`src/hdl/pirl_pkg.sv`:
```
// Shared widths, codes and controller/datapath interface types for the list.
package pirl_pkg;

	localparam int ACT_W     = 2;
	localparam int POS_W     = 4;
	localparam int CNT_W     = 4;
	localparam int CAP_W     = 4;
	localparam int DATA_W    = 32;
	localparam int STAT_W    = 2;
	localparam int DEPTH_DEF = 8;
	// capacity register is 4 bits, so no more than this many slots are ever used
	localparam int MAX_SLOTS = (1 << CAP_W) - 1;

	localparam logic [CAP_W-1:0] CAP_RESET = CAP_W'(8);

	localparam logic [ACT_W-1:0] ACT_APPEND = 2'd0;
	localparam logic [ACT_W-1:0] ACT_INSERT = 2'd1;
	localparam logic [ACT_W-1:0] ACT_REMOVE = 2'd2;
	localparam logic [ACT_W-1:0] ACT_DUMP   = 2'd3;

	localparam logic [STAT_W-1:0] STAT_OK      = 2'd0;
	localparam logic [STAT_W-1:0] STAT_BAD_POS = 2'd1;
	localparam logic [STAT_W-1:0] STAT_FULL    = 2'd2;

	typedef struct packed {
		logic capture;  // latch the input word
		logic exec;     // perform the operation and load its single result
		logic ptr_clr;  // start a dump
		logic emit;     // load the next dump element
	} dp_cmd_t;

	typedef struct packed {
		logic out_free;   // output register can take a word this cycle
		logic is_dump;
		logic count_zero;
		logic dump_last;
	} dp_stat_t;

endpackage

```
`src/hdl/positional_insert_remove_list_top.sv`:
```
// Top level of the fixed-capacity positional insert/remove list.
//
//  port group   dir  flow control          payload
//  in_*         in   in_valid / in_stall   action, position, item_value
//  out_*        out  out_valid / out_stall status, element_data, element_valid,
//                                          end_of_run, element_count, is_empty, is_full
//  cfg_*        in   cfg_write_en          cfg_write_data (active capacity)
//
// Append, insert and remove: accept, then an execute step in which all slots update
// in parallel. A dump walks the list through the single read port of the entry bank,
// one output word per cycle while the output is not stalled (empty: a single word).
// Reset clears the count, sets capacity to 8 and empties the output register.
// A stalled output word holds; the next input word is taken while it waits.
module positional_insert_remove_list_top #(
	parameter int DEPTH = pirl_pkg::DEPTH_DEF
) (
	input  logic                             clk,
	input  logic                             arst_n,
	input  logic                             cfg_write_en,
	input  logic        [pirl_pkg::CAP_W-1:0]  cfg_write_data,
	input  logic                             in_valid,
	output logic                             in_stall,
	input  logic        [pirl_pkg::ACT_W-1:0]  action,
	input  logic        [pirl_pkg::POS_W-1:0]  position,
	input  logic signed [pirl_pkg::DATA_W-1:0] item_value,
	output logic                             out_valid,
	input  logic                             out_stall,
	output logic        [pirl_pkg::STAT_W-1:0] status,
	output logic signed [pirl_pkg::DATA_W-1:0] element_data,
	output logic                             element_valid,
	output logic                             end_of_run,
	output logic        [pirl_pkg::CNT_W-1:0]  element_count,
	output logic                             is_empty,
	output logic                             is_full
);
	import pirl_pkg::*;

	dp_cmd_t  cmd;
	dp_stat_t stat;

	pirl_ctrl u_ctrl (
		.clk      (clk),
		.arst_n   (arst_n),
		.in_valid (in_valid),
		.in_stall (in_stall),
		.stat     (stat),
		.cmd      (cmd)
	);

	pirl_dp #(
		.DEPTH (DEPTH)
	) u_dp (
		.clk            (clk),
		.arst_n         (arst_n),
		.cfg_write_en   (cfg_write_en),
		.cfg_write_data (cfg_write_data),
		.action         (action),
		.position       (position),
		.item_value     (item_value),
		.cmd            (cmd),
		.stat           (stat),
		.out_valid      (out_valid),
		.out_stall      (out_stall),
		.status         (status),
		.element_data   (element_data),
		.element_valid  (element_valid),
		.end_of_run     (end_of_run),
		.element_count  (element_count),
		.is_empty       (is_empty),
		.is_full        (is_full)
	);

endmodule

```
`src/hdl/pirl_ctrl.sv`:
```
// Sequencing state machine for the list: accept, execute, dump walk.
module pirl_ctrl (
	input  logic               clk,
	input  logic               arst_n,
	input  logic               in_valid,
	output logic               in_stall,
	input  pirl_pkg::dp_stat_t stat,
	output pirl_pkg::dp_cmd_t  cmd
);
	import pirl_pkg::*;

	localparam logic [1:0] ST_IDLE = 2'd0;
	localparam logic [1:0] ST_EXEC = 2'd1;
	localparam logic [1:0] ST_DUMP = 2'd2;

	logic [1:0] state_q;
	logic [1:0] state_nxt;

	assign in_stall = (state_q != ST_IDLE);

	always_comb begin
		cmd       = '0;
		state_nxt = state_q;
		case (state_q)
			ST_IDLE: begin
				if (in_valid) begin
					cmd.capture = 1'b1;
					state_nxt   = ST_EXEC;
				end
			end
			ST_EXEC: begin
				if (stat.is_dump && !stat.count_zero) begin
					cmd.ptr_clr = 1'b1;
					state_nxt   = ST_DUMP;
				end else if (stat.out_free) begin
					// single result, including the empty dump
					cmd.exec  = 1'b1;
					state_nxt = ST_IDLE;
				end
			end
			ST_DUMP: begin
				if (stat.out_free) begin
					cmd.emit = 1'b1;
					if (stat.dump_last) begin
						state_nxt = ST_IDLE;
					end
				end
			end
			default: begin
				state_nxt = ST_IDLE;
			end
		endcase
	end

	always_ff @(posedge clk or negedge arst_n) begin
		if (!arst_n) begin
			state_q <= ST_IDLE;
		end else begin
			state_q <= state_nxt;
		end
	end

endmodule

```
`src/hdl/pirl_dp.sv`:
```
// Datapath: entry bank with parallel shift, count, capacity register, output register.
module pirl_dp #(
	parameter int DEPTH = pirl_pkg::DEPTH_DEF
) (
	input  logic                             clk,
	input  logic                             arst_n,
	input  logic                             cfg_write_en,
	input  logic        [pirl_pkg::CAP_W-1:0]  cfg_write_data,
	input  logic        [pirl_pkg::ACT_W-1:0]  action,
	input  logic        [pirl_pkg::POS_W-1:0]  position,
	input  logic signed [pirl_pkg::DATA_W-1:0] item_value,
	input  pirl_pkg::dp_cmd_t                cmd,
	output pirl_pkg::dp_stat_t               stat,
	output logic                             out_valid,
	input  logic                             out_stall,
	output logic        [pirl_pkg::STAT_W-1:0] status,
	output logic signed [pirl_pkg::DATA_W-1:0] element_data,
	output logic                             element_valid,
	output logic                             end_of_run,
	output logic        [pirl_pkg::CNT_W-1:0]  element_count,
	output logic                             is_empty,
	output logic                             is_full
);
	import pirl_pkg::*;

	localparam int SLOTS = (DEPTH < MAX_SLOTS) ? DEPTH : MAX_SLOTS;
	localparam int IDX_W = (SLOTS > 1) ? $clog2(SLOTS) : 1;

	logic [DATA_W-1:0] entries_q [SLOTS];
	logic [DATA_W-1:0] up_src    [SLOTS];  // neighbor below, for insert
	logic [DATA_W-1:0] dn_src    [SLOTS];  // neighbor above, for remove

	logic [ACT_W-1:0]  op_q;
	logic [POS_W-1:0]  pos_q;
	logic [DATA_W-1:0] val_q;
	logic [CNT_W-1:0]  count_q;
	logic [CAP_W-1:0]  cap_q;
	logic [IDX_W-1:0]  ptr_q;

	logic [CAP_W-1:0]  eff_cap;
	logic              full_now;
	logic [STAT_W-1:0] status_c;
	logic [CNT_W-1:0]  cnt_nxt;
	logic              dump_last;

	logic              out_valid_q;
	logic [STAT_W-1:0] status_q;
	logic [DATA_W-1:0] data_q;
	logic              elem_valid_q;
	logic              last_q;
	logic [CNT_W-1:0]  out_count_q;
	logic              empty_q;
	logic              full_q;

	for (genvar g = 0; g < SLOTS; g++) begin : g_nbr
		if (g > 0) begin : g_up
			assign up_src[g] = entries_q[g-1];
		end else begin : g_up0
			assign up_src[g] = '0;
		end
		if (g < SLOTS - 1) begin : g_dn
			assign dn_src[g] = entries_q[g+1];
		end else begin : g_dn_top
			assign dn_src[g] = '0;
		end
	end

	// capacity clamped to 1..SLOTS
	always_comb begin
		if (cap_q == '0) begin
			eff_cap = CAP_W'(1);
		end else if (cap_q > CAP_W'(SLOTS)) begin
			eff_cap = CAP_W'(SLOTS);
		end else begin
			eff_cap = cap_q;
		end
	end

	assign full_now = (count_q >= eff_cap);

	always_comb begin
		status_c = STAT_OK;
		cnt_nxt  = count_q;
		case (op_q)
			ACT_APPEND: begin
				if (full_now) begin
					status_c = STAT_FULL;
				end else begin
					cnt_nxt = count_q + CNT_W'(1);
				end
			end
			ACT_INSERT: begin
				// position checked before fullness
				if (pos_q > count_q) begin
					status_c = STAT_BAD_POS;
				end else if (full_now) begin
					status_c = STAT_FULL;
				end else begin
					cnt_nxt = count_q + CNT_W'(1);
				end
			end
			ACT_REMOVE: begin
				if (pos_q >= count_q) begin
					status_c = STAT_BAD_POS;
				end else begin
					cnt_nxt = count_q - CNT_W'(1);
				end
			end
			default: begin
				status_c = STAT_OK;
			end
		endcase
	end

	assign dump_last = ((CNT_W'(ptr_q) + CNT_W'(1)) == count_q);

	assign stat.out_free   = !out_valid_q || !out_stall;
	assign stat.is_dump    = (op_q == ACT_DUMP);
	assign stat.count_zero = (count_q == '0);
	assign stat.dump_last  = dump_last;

	// input word latch
	always_ff @(posedge clk) begin
		if (cmd.capture) begin
			op_q  <= action;
			pos_q <= position;
			val_q <= item_value;
		end
	end

	// entry bank: every slot updates in parallel
	always_ff @(posedge clk) begin
		if (cmd.exec && status_c == STAT_OK) begin
			for (int i = 0; i < SLOTS; i++) begin
				case (op_q)
					ACT_APPEND: begin
						if (CNT_W'(i) == count_q) begin
							entries_q[i] <= val_q;
						end
					end
					ACT_INSERT: begin
						if (CNT_W'(i) == pos_q) begin
							entries_q[i] <= val_q;
						end else if (CNT_W'(i) > pos_q && CNT_W'(i) <= count_q) begin
							entries_q[i] <= up_src[i];
						end
					end
					ACT_REMOVE: begin
						if (CNT_W'(i) >= pos_q && CNT_W'(i + 1) < count_q) begin
							entries_q[i] <= dn_src[i];
						end
					end
					default: begin
						entries_q[i] <= entries_q[i];
					end
				endcase
			end
		end
	end

	always_ff @(posedge clk or negedge arst_n) begin
		if (!arst_n) begin
			count_q <= '0;
			cap_q   <= CAP_RESET;
			ptr_q   <= '0;
		end else begin
			if (cfg_write_en) begin
				cap_q <= cfg_write_data;
			end
			if (cmd.exec) begin
				count_q <= cnt_nxt;
			end
			if (cmd.ptr_clr) begin
				ptr_q <= '0;
			end else if (cmd.emit) begin
				ptr_q <= ptr_q + IDX_W'(1);
			end
		end
	end

	// output word register
	always_ff @(posedge clk or negedge arst_n) begin
		if (!arst_n) begin
			out_valid_q <= 1'b0;
		end else if (cmd.exec || cmd.emit) begin
			out_valid_q <= 1'b1;
		end else if (!out_stall) begin
			out_valid_q <= 1'b0;
		end
	end

	always_ff @(posedge clk) begin
		if (cmd.exec) begin
			status_q     <= status_c;
			data_q       <= '0;
			elem_valid_q <= 1'b0;
			last_q       <= 1'b1;
			out_count_q  <= cnt_nxt;
			empty_q      <= (cnt_nxt == '0);
			full_q       <= (cnt_nxt >= eff_cap);
		end else if (cmd.emit) begin
			status_q     <= STAT_OK;
			data_q       <= entries_q[ptr_q];
			elem_valid_q <= 1'b1;
			last_q       <= dump_last;
			out_count_q  <= count_q;
			empty_q      <= 1'b0;
			full_q       <= full_now;
		end
	end

	assign out_valid     = out_valid_q;
	assign status        = status_q;
	assign element_data  = data_q;
	assign element_valid = elem_valid_q;
	assign end_of_run    = last_q;
	assign element_count = out_count_q;
	assign is_empty      = empty_q;
	assign is_full       = full_q;

endmodule

```
`config.mk`:
```
export PLATFORM = sky130hd
export DESIGN_NAME = positional_insert_remove_list_top
export DESIGN_NICKNAME = d
export VERILOG_FILES = /design/src/hdl/pirl_pkg.sv /design/src/hdl/positional_insert_remove_list_top.sv /design/src/hdl/pirl_ctrl.sv /design/src/hdl/pirl_dp.sv
export SDC_FILE = /design/constraint.sdc
export NUM_CORES = 1
export LEC_CHECK = 0
export BUFFER_PORTS_ARGS = -buffer_cell sky130_fd_sc_hd__buf_2
export CELL_PAD_IN_SITES_DETAIL_PLACEMENT = 0
export CELL_PAD_IN_SITES_GLOBAL_PLACEMENT = 2
export CORE_MARGIN = 5
export CORE_UTILIZATION = 43
export DETAILED_ROUTE_END_ITERATION = 16
export HOLD_SLACK_MARGIN = 0.1
export PLACE_DENSITY_LB_ADDON = 0.1
export SLEW_MARGIN = 20
export SYNTH_ARGS = -nofsm -noshare
export SYNTH_HDL_FRONTEND = slang
export SYNTH_SLANG_ARGS = --single-unit
```
`constraint.sdc`:
```
create_clock -name clk -period 8.08 [get_ports clk]
set_input_delay 1.212 -clock clk [delete_from_list [all_inputs] [get_ports clk]]
set_output_delay 1.212 -clock clk [all_outputs]
set_load 0.02 [all_outputs]
```
==> Word-level counts from Yosys, hierarchy flattened <==
Memories as Yosys holds them, arrays and structs flattened. A register that Yosys moved wholly into a read port is not among the register bits.
Index checks and enable logic that the tools add are counted.
W data, S select, Z words.
{ "totals": {"register_bits": 62, "ramBits": 256, "inputBits": 47, "word_cells": 354, "mem_count": 1} }
{ "classes": {"n_addsub": 4, "order_cmp": 37, "eq_ne": 25, "n_mux": 206, "bitwise_logic": 32, "n_reduce_logical": 35} }
{ "memory_table": {"columns": ["name", "words", "word_bits", "read_ports", "rd_ports_with_merged_regs", "wr", "line_no", "text"], "rows": [
  ["u_dp.entries_q", 8, 32, 9, 1, 8, "pirl_dp.sv:29", "logic [DATA_W-1:0] entries_q [SLOTS];"]
]} }
{ "ops": {"columns": ["cell", "count"], "rows": [
  ["$mux W32", 32],
  ["$mux W1", 152],
  ["$eq A3 B4 Y1 const A", 8],
  ["$or A1 B1 Y1", 32],
  ["$mux W4", 7],
  ["$mux W2", 10],
  ["$logic_and A1 B1 Y1", 18],
  ["$eq A2 B4 Y1 const A", 4],
  ["$ge A3 B4 Y1 const A", 4],
  ["$gt A3 B4 Y1 const A", 4],
  ["$le A3 B4 Y1 const A", 4],
  ["$logic_not A4 Y1", 4],
  ["$lt A3 B4 Y1 const A", 4],
  ["$ge A4 B4 Y1", 3],
  ["$pmux W2 S3", 2],
  ["$pmux W4 S3", 1],
  ["$eq A1 B4 Y1 const A", 2],
  ["$ge A1 B4 Y1 const A", 2],
  ["$ge A2 B4 Y1 const A", 2],
  ["$gt A1 B4 Y1 const A", 2],
  ["$gt A2 B4 Y1 const A", 2],
  ["$le A1 B4 Y1 const A", 2],
  ["$le A2 B4 Y1 const A", 2],
  ["$lt A2 B4 Y1 const A", 2],
  ["other kinds (21)", 34]
]} }

==> Longest topological paths before layout <==
{ "logic_depth": {"depth_word": 15, "ltp_mapped": 16, "mapped_depth_nobuf": 15} }

==> Cells and area by module <==
From an unflattened synthesis, not the netlist that was laid out.
{ "unflattened": {"cells_unflattened": 1471, "hier_area_um2": 18547.8} }
{ "modules_own_cells": {"columns": ["module", "instances", "cells_per_inst", "area_each_um2", "seq_area_each_um2"], "rows": [
  ["pirl_dp", 1, 1453, 18396.4, 10050.9],
  ["pirl_ctrl", 1, 18, 151.4, 50.0]
]} }

==> Worst setup path after synthesis <==
Ideal clock, no wire load.
{ "synth_path": {"kind": "reg-to-reg", "from": "register u_dp.count_q[0]", "to": "memory u_dp.entries_q[6][0], enable pin", "setup_ns": 0.533, "arrival_time_ns": 5.967, "required_time_ns": 7.547, "path_slack_ns": 1.580, "stages_incl_launch_ff": 11, "n_path_buf": 3, "path_cell_list": "dfrtp_1 clkbuf_1 inv_1 ha_1 nand2b_4 a2111oi_4 or3_1 buf_4 nand3_1 buf_2 o311ai_0"} }
{ "synth_rtl": {"columns": ["item", "line_no", "text"], "rows": [
  ["start, declared", "pirl_dp.sv:36", "logic [CNT_W-1:0] count_q;"],
  ["start signal, assigned", "pirl_dp.sv:171", "count_q <= cnt_nxt;"],
  ["end, declared", "pirl_dp.sv:29", null]
]} }

==> impl_metrics.toml <==
[pwr]
power.leakage_nw = 7.04
internal_power_mw = 4.07
ir_drop_uv = 216
swShare_pct = 36.0
power_frac_comb_pct = 32.2
power_density_mw_per_mm2 = 301
seqPwrFrac_pct = 40.7
p_sw_mw = 2.29
power_frac_clock_pct = 27.1

[timing]
clock_skew_ns = 0.0235
final-max-slew-violation-count = 0
worstMarginPinSlew_ns = 1.10
hold_ws_ns = 0.459
relSlewSlack_pct = 26.1
hold_viol = 0
min_period_over_period_pct = 61.4
setup_tns_ns = 0
rsz0062_at_grt = "false"
period_minus_slack_ns = 4.96
timing.fmax_ghz = 0.202
setup_viol = 0

[worst_setup_path]
endpoint_kind = "flip-flop"
cpPeakStageDelay_ns = 0.71
rrSetupSlack_ns = 3.12
rr_endpoint = "u_dp.entries_q[7][26]$_SDFFCE_PP0P_"
cp.arrival_ns = 5.18
cp-start-kind = "flip-flop"
path_max_fanout = 17
critPathKind = "flip-flop to flip-flop"
rr_worst_depth = 9
path_cells = "inv_1 > ha_1 > nor2b_1 > o31ai_1 > a21o_1 > nand3_1 > a2111oi_4 > a311o_2 > buf_4"
r2r-start = "u_dp.count_q[1]$_DFFE_PN0P_"
cpMaxStageDelayCell = "nand3_1"
worstPathRequired_ns = 8.30

[synth]
synth_area_mm2 = 0.0189
syn_inst = 1558
async_flop_share_pct = 4.00
synth_compound_area_share_pct = 10.6
syn_nets = 1622
ys.flop_type = "edfxtp_1"
yosys.area_share.simple_pct = 9.67
ys_types = 69
synthAdderAreaFrac_pct = 1.13
synth_top_family_by_area = "multiplexers"
ys_warn_count = 0
ys_seq_area_share_pct = 53.5
synth_edf_count = 302
synth_mux_area_share_pct = 21.5
yosys.area_share.xor_xnor_pct = 0.464
ys_seq_elements = 350
avgSynthCellArea_um2 = 12.1

[clock_network]
path_clk_slew_ns = 0.05
cts.sinks = 350
clockRootBuffer = "clkbuf_16"
hold_buffers = 0
ctsResizeCount = 0
worstSkewPairLatency_ns = 0.57
cts_tree = "built"
cts_setup_buffers = 0
cts_max_level = 2
clock_path_buffers = 3
cts_buffers = 41

[finish]
nets = 1667
insertedDiodeCount = 0
fillCellCount = 3915
syn_to_final_growth_pct = 11.8
drive_above_1_share_pct = 18.5

[global_route]
antenna_found_initial = 0
grt_max_degree = 70
grt_pass1_vias = 13592
gr-usage-all-layers_pct = 24.8
grt_pass1_wl_um = 89000
grt_overflow = 0

[drt]
remaining_drc_errors = 0
drtPass1Iterations = 7
drtIter0Drc = 1245
num_vias = 13514
via_per_inst = 6.10
avgRoutedWirePerCell_um = 27.1
postRouteAntennaNets = 0
routed_wl_um = 60200

[floorplan]
die_y_um = 220
num_rows = 76
die_area_mm2 = 0.0482
fp.dieW_um = 220
fp.coreArea_mm2 = 0.0433
floorplan.initialDensity_pct = 43.6
io_pins = 91

[min_path]
min_path_cells = 1
worstHoldEndpoint = "u_ctrl.state_q[0]$_DFFE_PN0P_"
hold_start = "u_ctrl.state_q[1]$_DFFE_PN0P_"
hp-class = "flip-flop to flip-flop"

[place]
portBuffers = 90
place.gp.congestion = 0.843
dp.final_hpwl_um = 32300

[flow_run]
maxCapViolCount = 0

[run_status]
status = "complete, no violations"
layer usage:
| metal | global-route usage [%] | vias up | part of all wire [%] |
|---|---|---|---|
| met5 | 0 | - | 0 |
| li1 | - | 6055 | - |
| met4 | 7.70 | 0 | 3.0 |
| met2 | 40.2 | 551 | 47 |
| met3 | 3.79 | 127 | 6.6 |
| met1 | 34.8 | 6781 | 43 |
power by group through the flow:
stage | Sequential (mW) | Clock, mW | Combinational (mW)
global route | 2.62 | 1.84 | 2.22
detailed placement | 2.62 | 0 | 2.06
floorplan | 2.54 | 0 | 1.43
global placement | 2.62 | 0 | 2.03
finish | 2.59 | 1.72 | 2.04
CTS | 2.59 | 1.77 | 2.06
synthesized netlist by cell type (6+ instances only):
cell / count / area share (%)
mux2i_1: 147 / 7.8
buf_2: 23 / 0.61
mux2_1: 78 / 4.7
mux2_2: 23 / 1.4
a21oi_1: 163 / 4.3
a31oi_1: 34 / 1.1
nor3_1: 10 / 0.27
nand4_1: 10 / 0.33
nand2b_1: 8 / 0.27
dfrtp_1: 13 / 1.7
ha_1: 17 / 1.1
nor2_1: 177 / 3.5
edfxtp_1: 302 / 48
inv_1: 8 / 0.16
nand2_1: 80 / 1.6
buf_1: 10 / 0.20
clkbuf_1: 81 / 1.6
o22a_1: 26 / 1.2
mux4_2: 64 / 7.6
buf_4: 7 / 0.28
dfxtp_1: 34 / 3.6
xnor2_1: 6 / 0.28
nand3_1: 75 / 2.0
o21ai_0: 77 / 2.0
layout make-up:
| class | instances | area (um^2) | share of cell area (%) |
|---|---|---|---|
| sequential | 350 | 10100 | 47.9 |
| inverter | 9 | 33.8 | 0.160 |
| multi-input combinational | 1073 | 8280 | 39.3 |
| clock buffer | 55 | 1120 | 5.31 |
| tap | 585 | 732 | 3.47 |
| clock inverter | 17 | 87.6 | 0.415 |
| timing repair buffer | 128 | 736 | 3.49 |
cell usage in the layout (no fill, tap or decap), types with 11 or more instances in the layout:
cell type / instances
edfxtp_1: 302
nor2_1: 174
a21oi_1: 161
mux2i_1: 147
buf_2: 90
nand2_1: 79
mux2_1: 78
o21ai_0: 76
nand3_1: 75
mux4_2: 64
clkbuf_16: 42
buf_4: 38
a31oi_1: 34
dfxtp_1: 34
o22a_1: 26
mux2_2: 23
ha_1: 17
clkbuf_1: 11
cell families (layout without fill, tap and decap cells):
| group | Yosys count | count (layout) |
|---|---|---|
| AOI/OAI and AO/OA | 336 | 336 |
| muxes | 312 | 312 |
| adders and majority gates | 17 | 17 |
| xor gates and xnor gates | 10 | 10 |
| DFF | 350 | 350 |
| and+or+nand+nor | 398 | 398 |
| buffers and inverters | 135 | 209 |
worst max-delay path: cells and delay by family (launching register included):
| family | cells | cell delay, ns |
|---|---|---|
| simple gates | 2 | 0.86 |
| flops | 1 | 0.62 |
| compound gates | 4 | 2.10 |
| fa+ha+maj | 1 | 0.35 |
| buf+inv | 2 | 0.67 |
state kept, by name, summed over array words and instances (netlist names):
| signal | count |
|---|---|
| u_dp.entries_q | 256 |
| u_dp.element_data | 32 |
| u_dp.val_q | 32 |
| u_dp.cap_q | 4 |
| u_dp.count_q | 4 |
| u_dp.element_count | 4 |
| u_dp.pos_q | 4 |
| u_dp.ptr_q | 3 |
| u_ctrl.state_q | 2 |
| u_dp.op_q | 2 |
| u_dp.status | 2 |
| u_dp.element_valid | 1 |
| u_dp.end_of_run | 1 |
| u_dp.is_empty | 1 |
| u_dp.is_full | 1 |
| u_dp.out_valid | 1 |
how the worst max path moves through the flow:
stage / start / endpoint / slack [ns] / cells past startpoint
global route: u_dp.count_q[1]$_DFFE_PN0P_ / u_dp.entries_q[7][26]$_SDFFCE_PP0P_ / 2.85 / 9
CTS: u_dp.count_q[1]$_DFFE_PN0P_ / u_dp.entries_q[7][26]$_SDFFCE_PP0P_ / 3.15 / 9
global placement: u_dp.count_q[2]$_DFFE_PN0P_ / u_dp.entries_q[7][22]$_SDFFCE_PP0P_ / 3.36 / 9
finish: u_dp.count_q[1]$_DFFE_PN0P_ / u_dp.entries_q[7][26]$_SDFFCE_PP0P_ / 3.12 / 9
floorplan: u_dp.count_q[0]$_DFFE_PN0P_ / u_dp.entries_q[6][0]$_DFFE_PP_ / 1.58 / 10
detailed placement: u_dp.count_q[1]$_DFFE_PN0P_ / u_dp.entries_q[7][22]$_SDFFCE_PP0P_ / 3.18 / 9
stage by stage:
stage	setup WS (ns)	area, um^2	power (mW)	instances	utilization, %
after floorplan	1.58	18900	3.97	1558	-
after CTS	3.15	21100	6.41	2217	48.8
final	3.12	21100	6.35	2217	48.8
after global routing	2.85	21100	6.68	2217	48.8
after detailed placement	3.18	19900	4.68	2145	46.0
after global placement	3.36	19900	4.65	2145	46.0
Power figures use the tool's default switching activity.
